## src/design/grc_pkg.sv

```systemverilog
`timescale 1ns / 1ps
`default_nettype none
// ----------------------------------------------------------------------------
// grc_pkg
// Shared constants, codes and types of the grid ray caster.
// ----------------------------------------------------------------------------
package grc_pkg;

    localparam int MAP_W     = 16;
    localparam int MAP_H     = 16;
    localparam int SCREEN_H  = 48;
    localparam int MID_ROW   = SCREEN_H / 2;
    localparam int MAP_DEPTH = MAP_W * MAP_H;
    localparam int MAP_AW    = $clog2(MAP_DEPTH);
    localparam int COL_W     = $clog2(MAP_W);
    localparam int ROW_W     = $clog2(MAP_H);
    localparam int CELL_W    = 10;                  // signed walk coordinate
    localparam int WALK_MAX  = MAP_W + MAP_H + 2;   // steps before giving up
    localparam int WALK_CW   = $clog2(WALK_MAX + 1);
    localparam int RCP_STEPS = 17;                  // two quotient bits a cycle
    localparam int RCP_CW    = $clog2(RCP_STEPS);
    localparam int CFG_AW    = 5;

    localparam logic [31:0] ONE_FX = 32'h0001_0000;
    localparam logic [31:0] MAX32  = 32'h7FFF_FFFF;
    localparam logic [31:0] MIN32  = 32'h8000_0000;

    typedef enum logic [2:0] {
        REG_POS_X,
        REG_POS_Y,
        REG_DIR_X,
        REG_DIR_Y,
        REG_PLANE_X,
        REG_PLANE_Y,
        REG_CAMERA_STEP
    } reg_idx_t;

    typedef enum logic [4:0] {
        OP_NONE,
        OP_CLEAR,
        OP_LOAD,
        OP_WRITE,
        OP_M1,
        OP_M2,
        OP_M3,
        OP_M4,
        OP_RAY,
        OP_DIVX,
        OP_CAP_FX,
        OP_CAP_FY,
        OP_SD2,
        OP_SD3,
        OP_WALK,
        OP_PROBE,
        OP_LAT,
        OP_P1,
        OP_P2,
        OP_P3,
        OP_P4,
        OP_OUT
    } dp_op_t;

    typedef enum logic [4:0] {
        S_CLEAR,
        S_IDLE,
        S_DECIDE,
        S_M2,
        S_M3,
        S_M4,
        S_RAY,
        S_DIVX,
        S_WX,
        S_CAPX,
        S_WY,
        S_CAPY,
        S_SD2,
        S_SD3,
        S_WALK,
        S_PROBE,
        S_LAT,
        S_P1,
        S_P2,
        S_P3,
        S_P4,
        S_WP,
        S_FINISH
    } state_t;

    typedef struct packed {
        logic signed [31:0] pos_x;
        logic signed [31:0] pos_y;
        logic signed [17:0] dir_x;
        logic signed [17:0] dir_y;
        logic signed [17:0] plane_x;
        logic signed [17:0] plane_y;
        logic [16:0]        camera_step;
    } cfg_t;

    typedef struct packed {
        dp_op_t op;
    } cmd_t;

    typedef struct packed {
        logic clear_last;
        logic is_write;
        logic walk_out;
        logic hit;
        logic walk_done;
        logic rcp_busy;
    } sts_t;

endpackage
`default_nettype wire

```

## src/design/grc_ctrl.sv

```systemverilog
`timescale 1ns / 1ps
`default_nettype none
// ----------------------------------------------------------------------------
// grc_ctrl
// Ray caster sequencer: steps the datapath and owns both handshakes.
// ----------------------------------------------------------------------------
module grc_ctrl
    import grc_pkg::*;
(
    input  wire logic clk,
    input  wire logic rst_n,
    input  wire logic in_valid,
    output      logic in_ready,
    input  wire logic out_ready,
    output      logic out_valid,
    input  wire sts_t sts,
    output      cmd_t cmd
);

    state_t state_reg, state_next;
    logic   out_valid_reg, out_valid_next;
    logic   out_free;

    assign out_free = !out_valid_reg || out_ready;

    always_comb
    begin
        state_next = state_reg;
        case (state_reg)
            S_CLEAR:  state_next = sts.clear_last ? S_IDLE : S_CLEAR;
            S_IDLE:   state_next = in_valid ? S_DECIDE : S_IDLE;
            S_DECIDE: state_next = sts.is_write ? S_FINISH : S_M2;
            S_M2:     state_next = S_M3;
            S_M3:     state_next = S_M4;
            S_M4:     state_next = S_RAY;
            S_RAY:    state_next = S_DIVX;
            S_DIVX:   state_next = S_WX;
            S_WX:     state_next = sts.rcp_busy ? S_WX : S_CAPX;
            S_CAPX:   state_next = S_WY;
            S_WY:     state_next = sts.rcp_busy ? S_WY : S_CAPY;
            S_CAPY:   state_next = S_SD2;
            S_SD2:    state_next = S_SD3;
            S_SD3:    state_next = S_WALK;
            S_WALK:   state_next = sts.walk_out ? S_LAT : S_PROBE;
            S_PROBE:  state_next = (sts.hit || sts.walk_done) ? S_LAT : S_WALK;
            S_LAT:    state_next = S_P1;
            S_P1:     state_next = S_P2;
            S_P2:     state_next = S_P3;
            S_P3:     state_next = S_P4;
            S_P4:     state_next = S_WP;
            S_WP:     state_next = sts.rcp_busy ? S_WP : S_FINISH;
            S_FINISH: state_next = out_free ? S_IDLE : S_FINISH;
            default:  state_next = S_CLEAR;
        endcase
    end

    always_comb
    begin
        cmd.op   = OP_NONE;
        in_ready = 1'b0;
        case (state_reg)
            S_CLEAR:  cmd.op = OP_CLEAR;
            S_IDLE:
            begin
                in_ready = 1'b1;
                cmd.op   = in_valid ? OP_LOAD : OP_NONE;
            end
            S_DECIDE: cmd.op = sts.is_write ? OP_WRITE : OP_M1;
            S_M2:     cmd.op = OP_M2;
            S_M3:     cmd.op = OP_M3;
            S_M4:     cmd.op = OP_M4;
            S_RAY:    cmd.op = OP_RAY;
            S_DIVX:   cmd.op = OP_DIVX;
            S_CAPX:   cmd.op = OP_CAP_FX;
            S_CAPY:   cmd.op = OP_CAP_FY;
            S_SD2:    cmd.op = OP_SD2;
            S_SD3:    cmd.op = OP_SD3;
            S_WALK:   cmd.op = OP_WALK;
            S_PROBE:  cmd.op = OP_PROBE;
            S_LAT:    cmd.op = OP_LAT;
            S_P1:     cmd.op = OP_P1;
            S_P2:     cmd.op = OP_P2;
            S_P3:     cmd.op = OP_P3;
            S_P4:     cmd.op = OP_P4;
            S_FINISH: cmd.op = out_free ? OP_OUT : OP_NONE;
            default:  cmd.op = OP_NONE;
        endcase
    end

    always_comb
    begin
        out_valid_next = out_valid_reg;
        if (cmd.op == OP_OUT)
        begin
            out_valid_next = 1'b1;
        end
        else if (out_ready)
        begin
            out_valid_next = 1'b0;
        end
    end

    always_ff @(posedge clk or negedge rst_n)
    begin
        if (!rst_n)
        begin
            state_reg     <= S_CLEAR;
            out_valid_reg <= 1'b0;
        end
        else
        begin
            state_reg     <= state_next;
            out_valid_reg <= out_valid_next;
        end
    end

    assign out_valid = out_valid_reg;

endmodule
`default_nettype wire

```

## config.mk

```make
export PLATFORM = sky130hd
export DESIGN_NAME = grc_ctrl
export DESIGN_NICKNAME = d
export VERILOG_FILES = /design/src/design/grc_pkg.sv /design/src/design/grc_ctrl.sv
export SDC_FILE = /design/constraint.sdc
export NUM_CORES = 1
export LEC_CHECK = 0
export ABC_AREA = 1
export BUFFER_PORTS_ARGS = -buffer_cell sky130_fd_sc_hd__buf_2
export CAP_MARGIN = 15
export CELL_PAD_IN_SITES_DETAIL_PLACEMENT = 0
export CELL_PAD_IN_SITES_GLOBAL_PLACEMENT = 1
export CORE_MARGIN = 2
export CORE_UTILIZATION = 33
export DETAILED_ROUTE_END_ITERATION = 8
export PLACE_DENSITY_LB_ADDON = 0.25
export SYNTH_ARGS = -nofsm -noshare
export SYNTH_HDL_FRONTEND = slang
export SYNTH_SLANG_ARGS = --single-unit
```

## constraint.sdc

```tcl
create_clock -name clk -period 1.45 [get_ports clk]
set_clock_uncertainty 0.1 [all_clocks]
set_input_delay 0.2175 -clock clk [delete_from_list [all_inputs] [get_ports clk]]
set_output_delay 0.2175 -clock clk [all_outputs]
set_load 0.02 [all_outputs]
```

==> results of run 1 <==
metrics by stage:
step | std cells | hold WS [ns]
3_5_place_dp | 212 | -0.0519
6_report | 223 | 0.195
5_1_grt | 223 | 0.203
3_3_place_gp | 212 | -0.0540
2_1_floorplan | 134 | -0.178
4_1_cts | 227 | 0.181
worst reg2reg max path, cell delays in order (launching register included):
cell and delay (ns):
dfrtp_2 0.47, buf_4 0.19, nor2_1 0.19, inv_1 0.09, o21ai_0 0.23, nor2_1 0.08, nand3_1 0.09
power by group through the flow:
stage	combinational (uW)	sequential (uW)	clock, uW
2_1_floorplan	891	286	0
3_3_place_gp	1630	331	0
3_5_place_dp	1630	331	0
4_1_cts	1980	354	153
5_1_grt	2480	391	169
6_report	2310	384	152
repair_timing:
item	CTS	global route
resized for setup	36	38
pin swaps	5	18
hold buffers	1	0
buffers inserted	11	1
endpoints found under the hold margin	6	0
setup endpoints to repair	11	11
gates cloned	0	0
per-layer routing:
| metal | GRT usage [%] | vias to the layer above | share of wire, % |
|---|---|---|---|
| met3 | 5.76 | 11 | 7.4 |
| met1 | 31.2 | 512 | 39 |
| li1 | - | 548 | - |
| met4 | 7.87 | 0 | 2.1 |
| met2 | 42.8 | 57 | 52 |
| met5 | 0 | - | 0 |
placed cells by master (no fill, tap or decap):
cell type,n
inv_2,5
o21ai_0,4
nor2_1,14
inv_1,11
o21ai_1,2
nand2_4,5
a21oi_2,1
nor2_2,7
dfrtp_2,4
nand3_2,5
dfrtp_1,2
nor2_4,10
nand2_1,35
inv_4,1
buf_6,9
nor3_4,1
clkbuf_4,3
dlygate4sd3_1,1
buf_4,41
nand3_1,10
nand2_2,9
nand3b_1,1
nand4_1,4
or2_1,1
buf_2,10
synth_stat cells:
master / count
nand3_1: 15
or2_1: 1
nand4_1: 4
nand3b_1: 1
nand2_2: 1
nor3_1: 1
nand2_1: 48
buf_4: 1
inv_1: 15
dfrtp_1: 6
o21ai_0: 6
a21oi_1: 1
nor2_2: 4
inv_2: 2
buf_6: 1
nor2_1: 27
layout make-up:
| class | count | area share (%) |
|---|---|---|
| multi-input cells | 109 | 46.4 |
| repair buffers | 61 | 33.7 |
| flip-flops and latches | 6 | 11.1 |
| inverters | 17 | 4.76 |
| well taps | 27 | 2.42 |
| clock buffers | 3 | 1.62 |
path summary, 6_finish.rpt:
kind / startpoint / endpoint / slack [ns]
max: state_reg[1] / cmd[4] / -0.32
min: out_ready / out_valid / 0.19
max reg2reg: state_reg[4] / state_reg[0] / -0.05
min reg2reg: out_valid / out_valid / 0.57
max in group asynchronous: rst_n / state_reg[0] / 0.86
min in group asynchronous: rst_n / state_reg[4] / 0.23
cells by family (layout without fill, tap and decap cells):
| kind of cell | count (synthesis) | after routing | synth area share [%] |
|---|---|---|---|
| AO/OA/AOI/OAI | 7 | 7 | 5.01 |
| flip-flops | 6 | 6 | 21.5 |
| buffers and inverters | 19 | 81 | 11.8 |
| AND/OR/NAND/NOR | 102 | 102 | 61.7 |
==> summary.md, run 1 <==
| Metric | Value |
|---|---|
| CTS Buf Count | `3` |
| Crit Path Class | `reg -> out` |
| Sw frac | `49.8%` |
| Initial drt markers | `40` |
| Largest stage delay, worst path | `0.46 ns` |
| Hold Path Stages | `4` |
| Max FFs per register | `5` |
| Vias/cell | `5.06` |
| DRC Markers | `0` |
| Failing checks | `setup timing` |
| Leak pwr | `0.000804 uW` |
| Worst-Skew Late Latency | `0.24 ns` |
| Port Buffers | `16` |
| Combinational Power Share | `81.2%` |
| Dpl ws | `-0.192 ns` |
| Setup TNS | `-1.85 ns` |
| Minimum clock period | `1.77 ns` |
| Antenna violations before repair | `0` |
| Pins Over Slew Limit | `0` |
| Achievable clock frequency | `565 MHz` |
| Slowest CP cell | `dfrtp_2` |
| WP depth | `6` |
| Syn. warnings | `0` |
| CTS H-tree lvls | `1` |
| Chip Height | `50.0 microns` |
| Synthesized area per cell | `5.22 sq um` |
| Data arrival, critical path | `1.45 ns` |
| Vias in the first global route | `1,095` |
| Synth-to-layout area growth | `99.3%` |
| Max-cap violations | `0` |
| CTS tree | `built` |
| Count of final setup violators | `10` |
| WL final | `3070 microns` |
| All-Layer GR Usage | `25.2%` |
| Slew HR | `84.2%` |
| Yosys top cell by area | `nand2_1` |
| Net Count, Synth | `144` |
| FP Rows | `16` |
| Clk buf depth | `2` |
| Period utilization | `122%` |
| Drt wl/cell | `13.8 microns` |
| CP max FO | `6` |
| Worst-path clk slew | `0.04 ns` |
| Area of the multi-input gates | `647 sq um` |
| RSZ-0062 raised after global routing | `yes` |
| Post-route setup slack | `-0.321 ns` |
| Placed Instance Area | `1080 sq um` |
| IO Pins | `17` |
| Final Util | `70.3%` |
| Via count | `1,128` |
| Int Power | `1430 uW` |
| Placed wire-length estimate | `2080 microns` |
| Clock share of power | `5.3%` |
| Nets | `208` |
| Hold crit path type | `in -> reg` |
| Total Power | `2850 uW` |
| Fraction of layout cells with a size suffix above 1 | `56.6%` |
| Max IR drop VDD | `1.45 mV` |
| Die area | `2500 sq um` |
| Top cell type's share of synthesized area | `25.8%` |
| Design area | `1390 sq um` |
| Largest cells by area after synthesis | `nand2_1 (26%), dfrtp_1 (21%), nor2_1 (14%)` |
| Pre-antenna DRT Iters | `4` |
| Mapped Cells | `134` |
| Antenna viol nets, final | `0` |
| Net switching power | `1420 uW` |
| GR Overflow Total | `0` |
| Die Width | `50.0 microns` |
| Area occupied by registers | `155 sq um` |
| Netlist cell types | `16` |
| Status | `finished, violations left` |
| R2R depth | `6` |
| Worst path bufs/invs | `2` |
| Worst-Margin Slew | `0.234 ns` |
| Worst path most repeated cell | `buf_4` |
| Seq pwr share | `13.5%` |
| First-pass GRT wire length | `4760 microns` |
| WP data required | `1.13 ns` |
| Cell family with most CP delay | `flip-flops` |
| Core Region | `1980 sq um` |
| Worst path cell trace | `nor2_1 -> buf_4 -> nand3_2 -> nand2_2 -> or2_1 -> buf_4` |
| Synthesized area | `699 sq um` |
| Clk sink count | `6` |
| Largest net degree at the start of global routing | `7` |
| Critical path launch point type | `flip-flop` |
| Antenna Cells | `0` |
| Final hold viol count | `0` |
| Root buffer cell | `clkbuf_4` |
| Starting Density | `35.3%` |
| Synth Register Bits | `6` |
| Seq/Total Area, Yosys | `21.5%` |
| GP Congestion | `0.949` |
| Crit end category | `primary output` |
| Filler cell count | `158` |
| Pwr dens | `2040 nW/um^2` |
(Power assumes the default switching activity.)
==> run 2, diff against run 1 <==
--- a/config.mk
+++ b/config.mk
@@ -14,6 +14,7 @@
 export CORE_UTILIZATION = 33
 export DETAILED_ROUTE_END_ITERATION = 8
 export PLACE_DENSITY_LB_ADDON = 0.25
+export REMOVE_ABC_BUFFERS = 1
 export SYNTH_ARGS = -nofsm -noshare
 export SYNTH_HDL_FRONTEND = slang
 export SYNTH_SLANG_ARGS = --single-unit
==> run 2 against run 1 <==
Against the previous run: the run still ends with setup timing left; cell count decreased by 2.2%; fmax decreased by 0.62%; critical path depth increased by 2; worst hold slack got worse by 0.047 ns; non-clock buffer count decreased by 5; worst setup slack got worse by 0.011 ns; wire length decreased by 3.4%; combinational power decreased by 7%; sequential share of layout area increased by 0.14 points; global-route usage increased by 1.0 points.
==> summary.md, run 2 (same netlist as run 1, synthesis figures left out) <==
| Metric | Value |
|---|---|
| Antenna violations before repair | `0 (unchanged)` |
| Drt wl/cell | `13.6 microns (was 13.8 microns)` |
| Vias/cell | `4.93 (was 5.06)` |
| WL final | `2970 microns (was 3070 microns)` |
| Core Region | `1980 sq um (unchanged)` |
| Hold crit path type | `in -> reg (unchanged)` |
| Leak pwr | `0.000780 uW (was 0.000804 uW)` |
| Failing checks | `setup timing (unchanged)` |
| CTS tree | `built (unchanged)` |
| Fraction of layout cells with a size suffix above 1 | `56.5% (was 56.6%)` |
| Die area | `2500 sq um (unchanged)` |
| IO Pins | `17 (unchanged)` |
| Clk sink count | `6 (unchanged)` |
| Period utilization | `123% (was 122%)` |
| Largest net degree at the start of global routing | `7 (unchanged)` |
| Die Width | `50.0 microns (unchanged)` |
| Most frequent cells in the layout | `nand2_1 (34), buf_4 (32), nor2_1 (15) (was buf_4 (41), nand2_1 (35), nor2_1 (14))` |
| Achievable clock frequency | `561 MHz (was 565 MHz)` |
| Dpl ws | `-0.153 ns (was -0.192 ns)` |
| Clk buf depth | `2 (unchanged)` |
| Setup TNS | `-2.22 ns (was -1.85 ns)` |
| Crit end category | `primary output (unchanged)` |
| Antenna Cells | `0 (unchanged)` |
| Root buffer cell | `clkbuf_4 (unchanged)` |
| CTS H-tree lvls | `1 (unchanged)` |
| Largest stage delay, worst path | `0.43 ns (was 0.46 ns)` |
| Synth-to-layout area growth | `96.8% (was 99.3%)` |
| CP max FO | `6 (unchanged)` |
| Hold Path Stages | `4 (unchanged)` |
| R2r setup slk | `-0.12 ns (was -0.05 ns)` |
| Final Util | `69.4% (was 70.3%)` |
| RSZ-0062 raised after global routing | `yes (unchanged)` |
| Antenna viol nets, final | `0 (unchanged)` |
| GR Overflow Total | `0 (unchanged)` |
| Pwr dens | `1960 nW/um^2 (was 2040 nW/um^2)` |
| Starting Density | `35.3% (unchanged)` |
| Final hold viol count | `0 (unchanged)` |
| Port Buffers | `16 (unchanged)` |
| All-Layer GR Usage | `26.2% (was 25.2%)` |
| Most common cell after layout, fill and taps aside | `nand2_1 (was buf_4)` |
| Nets | `203 (was 208)` |
| Crit Path Class | `reg -> out (unchanged)` |
| Critical path launch point type | `flip-flop (unchanged)` |
| Initial drt markers | `16 (was 40)` |
| DRC Markers | `0 (unchanged)` |
| Pre-antenna DRT Iters | `5 (was 4)` |
| Slowest CP cell | `dfrtp_1 (was dfrtp_2)` |
| Worst-Margin Slew | `0.217 ns (was 0.234 ns)` |
| Worst-Skew Late Latency | `0.26 ns (was 0.24 ns)` |
| First-pass GRT wire length | `4870 microns (was 4760 microns)` |
| Worst path most repeated cell | `buf_6 (was buf_4)` |
| Data arrival, critical path | `1.46 ns (was 1.45 ns)` |
| Max IR drop VDD | `1.34 mV (was 1.45 mV)` |
| Pins Over Slew Limit | `0 (unchanged)` |
| Via count | `1,074 (was 1,128)` |
| Count of final setup violators | `11 (was 10)` |
| Hold Worst Slack | `0.148 ns (was 0.195 ns)` |
| Vias in the first global route | `1,091 (was 1,095)` |
| R2R depth | `9 (was 6)` |
| GP Congestion | `0.906 (was 0.949)` |
| Placed wire-length estimate | `2040 microns (was 2080 microns)` |
| Minimum clock period | `1.78 ns (was 1.77 ns)` |
| FP Rows | `16 (unchanged)` |
| Slew HR | `85.4% (was 84.2%)` |
| Post-route setup slack | `-0.332 ns (was -0.321 ns)` |
| CTS Buf Count | `3 (unchanged)` |
| Worst-path clk slew | `0.05 ns (was 0.04 ns)` |
| Worst path cell trace | `buf_6 -> nor2_4 -> buf_6 -> nand4_1 -> nand2_1 -> nor2_1 -> nand2_1 -> buf_6 (was nor2_1 -> buf_4 -> nand3_2 -> nand2_2 -> or2_1 -> buf_4)` |
| Status | `finished, violations left (unchanged)` |
| Max-cap violations | `0 (unchanged)` |
| Chip Height | `50.0 microns (unchanged)` |
| Max FFs per register | `5 (unchanged)` |
| Total Power | `2690 uW (was 2850 uW)` |
| WP data required | `1.13 ns (about the same)` |
==> run 2: final cells by class <==
class                   instances  area [sq um]
repair buffers                 56           447
multi-input cells             109           652
flip-flops and latches          6           155
inverters                      17          66.3
well taps                      27          33.8
fillers                       170           606
clock buffers                   3          22.5
==> run 2: worst paths after layout <==
kind	start	endpoint
min in group asynchronous	rst_n	state_reg[3]
worst max register to register	state_reg[3]	state_reg[1]
worst max-delay path	state_reg[3]	cmd[0]
max in group asynchronous	rst_n	state_reg[0]
worst min register to register	out_valid	out_valid
worst min-delay path	out_ready	out_valid
==> run 2: power breakdown <==
| group | switching, uW | internal, uW | leakage [uW] |
|---|---|---|---|
| Sequential | 138 | 243 | 0.0000727 |
| Combinational | 1160 | 990 | 0.000694 |
| Clock | 72.4 | 94.4 | 0.0000138 |
==> run 2: timing repair <==
action | in CTS | in global routing
hold buffers | 1 | 0
hold endpoints to repair | 6 | 0
pin swaps | 14 | 16
setup buffers | 11 | 3
endpoints found under the setup margin | 9 | 11
gates resized for setup | 66 | 16
==> run 2: through the flow <==
step	area (sq um)	std cells
floorplan	681	132
global placement	1030	207
detailed placement	1030	207
CTS	1330	218
global route	1380	218
finish	1380	218
==> run 2: layer usage <==
metal | global-route usage [%] | routed length [microns] | vias up
li1 | - | - | 536
met1 | 31.4 | 1230 | 488
met2 | 46.3 | 1540 | 43
met3 | 5.45 | 152 | 7
met4 | 7.87 | 42 | 0
met5 | 0 | 0 | -
==> run 2: worst max-delay path: cells and delay by family (launching register included) <==
kind          cells  cell delay (ns)
simple gates      5             0.37
flops             1             0.43
buf+inv           3             0.39
==> run 3, diff against run 2 <==
--- a/config.mk
+++ b/config.mk
@@ -11,10 +11,12 @@
 export CELL_PAD_IN_SITES_DETAIL_PLACEMENT = 0
 export CELL_PAD_IN_SITES_GLOBAL_PLACEMENT = 1
 export CORE_MARGIN = 2
-export CORE_UTILIZATION = 33
+export CORE_UTILIZATION = 30
 export DETAILED_ROUTE_END_ITERATION = 8
 export PLACE_DENSITY_LB_ADDON = 0.25
 export REMOVE_ABC_BUFFERS = 1
+export SETUP_SLACK_MARGIN = 0.5
 export SYNTH_ARGS = -nofsm -noshare
 export SYNTH_HDL_FRONTEND = slang
 export SYNTH_SLANG_ARGS = --single-unit
+export TNS_END_PERCENT = 50
==> run 3 against run 2 <==
Against the previous run: the flow still finishes with violations (setup timing); non-clock buffer count increased by 5; sequential power decreased by 3%; worst hold slack better by 0.031 ns; register-to-register slack improved by 0.05 ns; die area rose by 9.2%; fmax increased by 1.1%; first-iteration DRC count grew 50%; via count grew 1.9%; cell count is 2.8% higher; critical endpoint unchanged.
==> summary.md, run 3 (same netlist as run 1, synthesis figures left out) <==
| Metric | Value |
|---|---|
| Vias in the first global route | `1,076 (was 1,091)` |
| Pre-antenna DRT Iters | `4 (was 5)` |
| Clk sink count | `6 (unchanged)` |
| Drt wl/cell | `12.4 microns (was 13.6 microns)` |
| Leak pwr | `0.000774 uW (was 0.000780 uW)` |
| GP Congestion | `0.925 (was 0.906)` |
| WL final | `2780 microns (was 2970 microns)` |
| Nets | `208 (was 203)` |
| Cell family with most CP delay | `simple AND/OR/NAND/NOR gates (was flip-flops)` |
| Antenna violations before repair | `0 (unchanged)` |
| Failing checks | `setup timing (unchanged)` |
| Starting Density | `31.6% (was 35.3%)` |
| Met3 WL | `66 microns (was 152 microns)` |
| Antenna Cells | `0 (unchanged)` |
| Max-cap violations | `0 (unchanged)` |
| Met1 Wirelength | `1220 microns (was 1230 microns)` |
| Worst-Skew Late Latency | `0.24 ns (was 0.26 ns)` |
| Design area | `1320 sq um (was 1380 sq um)` |
| Fraction of layout cells with a size suffix above 1 | `50.5% (was 56.5%)` |
| First-pass GRT wire length | `4530 microns (was 4870 microns)` |
| Worst path bufs/invs | `2 (was 3)` |
| CTS tree | `built (unchanged)` |
| DRC Markers | `0 (unchanged)` |
| Synth-to-layout area growth | `88.9% (was 96.8%)` |
| Antenna viol nets, final | `0 (unchanged)` |
| WP depth | `7 (was 8)` |
| Pwr dens | `1990 nW/um^2 (was 1960 nW/um^2)` |
| Final hold viol count | `0 (unchanged)` |
| Initial drt markers | `24 (was 16)` |
| Root buffer cell | `clkbuf_4 (unchanged)` |
| Most common cell after layout, fill and taps aside | `buf_4 (was nand2_1)` |
| Achievable clock frequency | `567 MHz (was 561 MHz)` |
| Most frequent cells in the layout | `buf_4 (43), nand2_1 (40), nor2_1 (18) (was nand2_1 (34), buf_4 (32), nor2_1 (15))` |
| FP Rows | `17 (was 16)` |
| Setup TNS | `-1.75 ns (was -2.22 ns)` |
| IO Pins | `17 (unchanged)` |
| Count of final setup violators | `10 (was 11)` |
| Area occupied by registers | `155 sq um (unchanged)` |
| Die Width | `52.3 microns (was 50.0 microns)` |
| Core Region | `2210 sq um (was 1980 sq um)` |
| Worst path most repeated cell | `nand2_1 (was buf_6)` |
| Status | `finished, violations left (unchanged)` |
| Slowest CP cell | `dfrtp_2 (was dfrtp_1)` |
| CTS Buf Count | `3 (unchanged)` |
| GR Overflow Total | `0 (unchanged)` |
| Post-route setup slack | `-0.313 ns (was -0.332 ns)` |
| Placed wire-length estimate | `2090 microns (was 2040 microns)` |
| Met2 wire length | `1450 microns (was 1540 microns)` |
| Max FFs per register | `5 (unchanged)` |
| Crit Path Class | `reg -> out (unchanged)` |
| Max IR drop VDD | `1.26 mV (was 1.34 mV)` |
| Worst-path clk slew | `0.04 ns (was 0.05 ns)` |
| Port Buffers | `16 (unchanged)` |
| Crit end category | `primary output (unchanged)` |
| Hold crit path type | `in -> reg (unchanged)` |
| Via count | `1,094 (was 1,074)` |
| Period utilization | `122% (was 123%)` |
| Critical path launch point type | `flip-flop (unchanged)` |
| Placed Instance Area | `1060 sq um (was 1030 sq um)` |
| WP data required | `1.13 ns (about the same)` |
| All-Layer GR Usage | `22.7% (was 26.2%)` |
| Uppermost layer routed | `met4 (unchanged)` |
| Data arrival, critical path | `1.45 ns (was 1.46 ns)` |
| Clk buf depth | `2 (unchanged)` |
| Worst-Margin Slew | `0.231 ns (was 0.217 ns)` |
| Minimum clock period | `1.76 ns (was 1.78 ns)` |
| Final Util | `59.7% (was 69.4%)` |
| Worst path cell trace | `nand2_1 -> nor2_2 -> inv_1 -> o21ai_0 -> nor2_1 -> nand2_1 -> buf_6 (was buf_6 -> nor2_4 -> buf_6 -> nand4_1 -> nand2_1 -> nor2_1 -> nand2_1 -> buf_6)` |
| Die area | `2730 sq um (was 2500 sq um)` |
| Slew HR | `84.6% (was 85.4%)` |
| R2R depth | `9 (unchanged)` |
| Vias/cell | `4.88 (was 4.93)` |
| Filler cell count | `231 (was 170)` |
| CTS H-tree lvls | `1 (unchanged)` |
| Pins Over Slew Limit | `0 (unchanged)` |
| Total Power | `2630 uW (was 2690 uW)` |
| CP max FO | `6 (unchanged)` |
| Hold Path Stages | `4 (unchanged)` |
| RSZ-0062 raised after global routing | `yes (unchanged)` |
| Dpl ws | `-0.146 ns (was -0.153 ns)` |
| Chip Height | `52.3 microns (was 50.0 microns)` |
| Largest stage delay, worst path | `0.45 ns (was 0.43 ns)` |
| Area of the multi-input gates | `574 sq um (was 652 sq um)` |
| Largest net degree at the start of global routing | `7 (unchanged)` |
## run 3: changes by cell type in the layout (fill, tap and decap cells not counted), moves of 3 or more
cell     delta
buf_4      +11
nand2_1     +6
buf_6       -5
nand2_2     -3
nand2_4     -3
nor2_1      +3
nor2_4      -3
## run 3: worst min-delay path, delay by kind of cell
family	cells	cell delay [ns]
buf+inv	2	0.16
simple gates	2	0.11
## run 3: worst paths after layout
kind                              start  slack (ns)            to
max                        state_reg[1]       -0.31        cmd[0]
min                           out_ready        0.18     out_valid
max reg2reg                state_reg[3]       -0.07  state_reg[2]
min reg2reg                   out_valid        0.57     out_valid
max in group asynchronous         rst_n        0.86  state_reg[0]
min in group asynchronous         rst_n        0.23  state_reg[3]
## run 3: stage by stage
stage                     cells  hold slack (ns)
after global placement      211          -0.0456
after global routing        224            0.195
after floorplan             132           -0.178
final                       224            0.179
after CTS                   224            0.183
after detailed placement    211          -0.0488
## run 3: layout make-up
| class | count | share of cell area [%] |
|---|---|---|
| clock buffer | 3 | 1.70 |
| inverter | 17 | 5.02 |
| multi-input combinational | 109 | 43.5 |
| sequential | 6 | 11.7 |
| tap | 28 | 2.65 |
| timing repair buffer | 61 | 35.4 |
## run 3: power by group
group          switching, uW  leakage [uW]  internal (uW)
clock                   59.9     0.0000138           93.6
sequential               125     0.0000727            243
combinational           1100      0.000688           1010
total                   1280      0.000774           1350
## run 3: metal layers
metal / global-route usage (%) / vias to the layer above
li1: - / 548
met4: 5.13 / 0
met1: 27.0 / 519
met3: 4.29 / 4
met2: 41.5 / 23
met5: 0 / -
## run 3: timing repair
action / 4_1_cts / 5_1_grt
hold endpoints to repair: 6 / 0
buffers inserted: 9 / 0
setup endpoints to repair: 13 / 13
pin swaps: 8 / 2
resized for setup: 51 / 3
hold buffers: 1 / 0
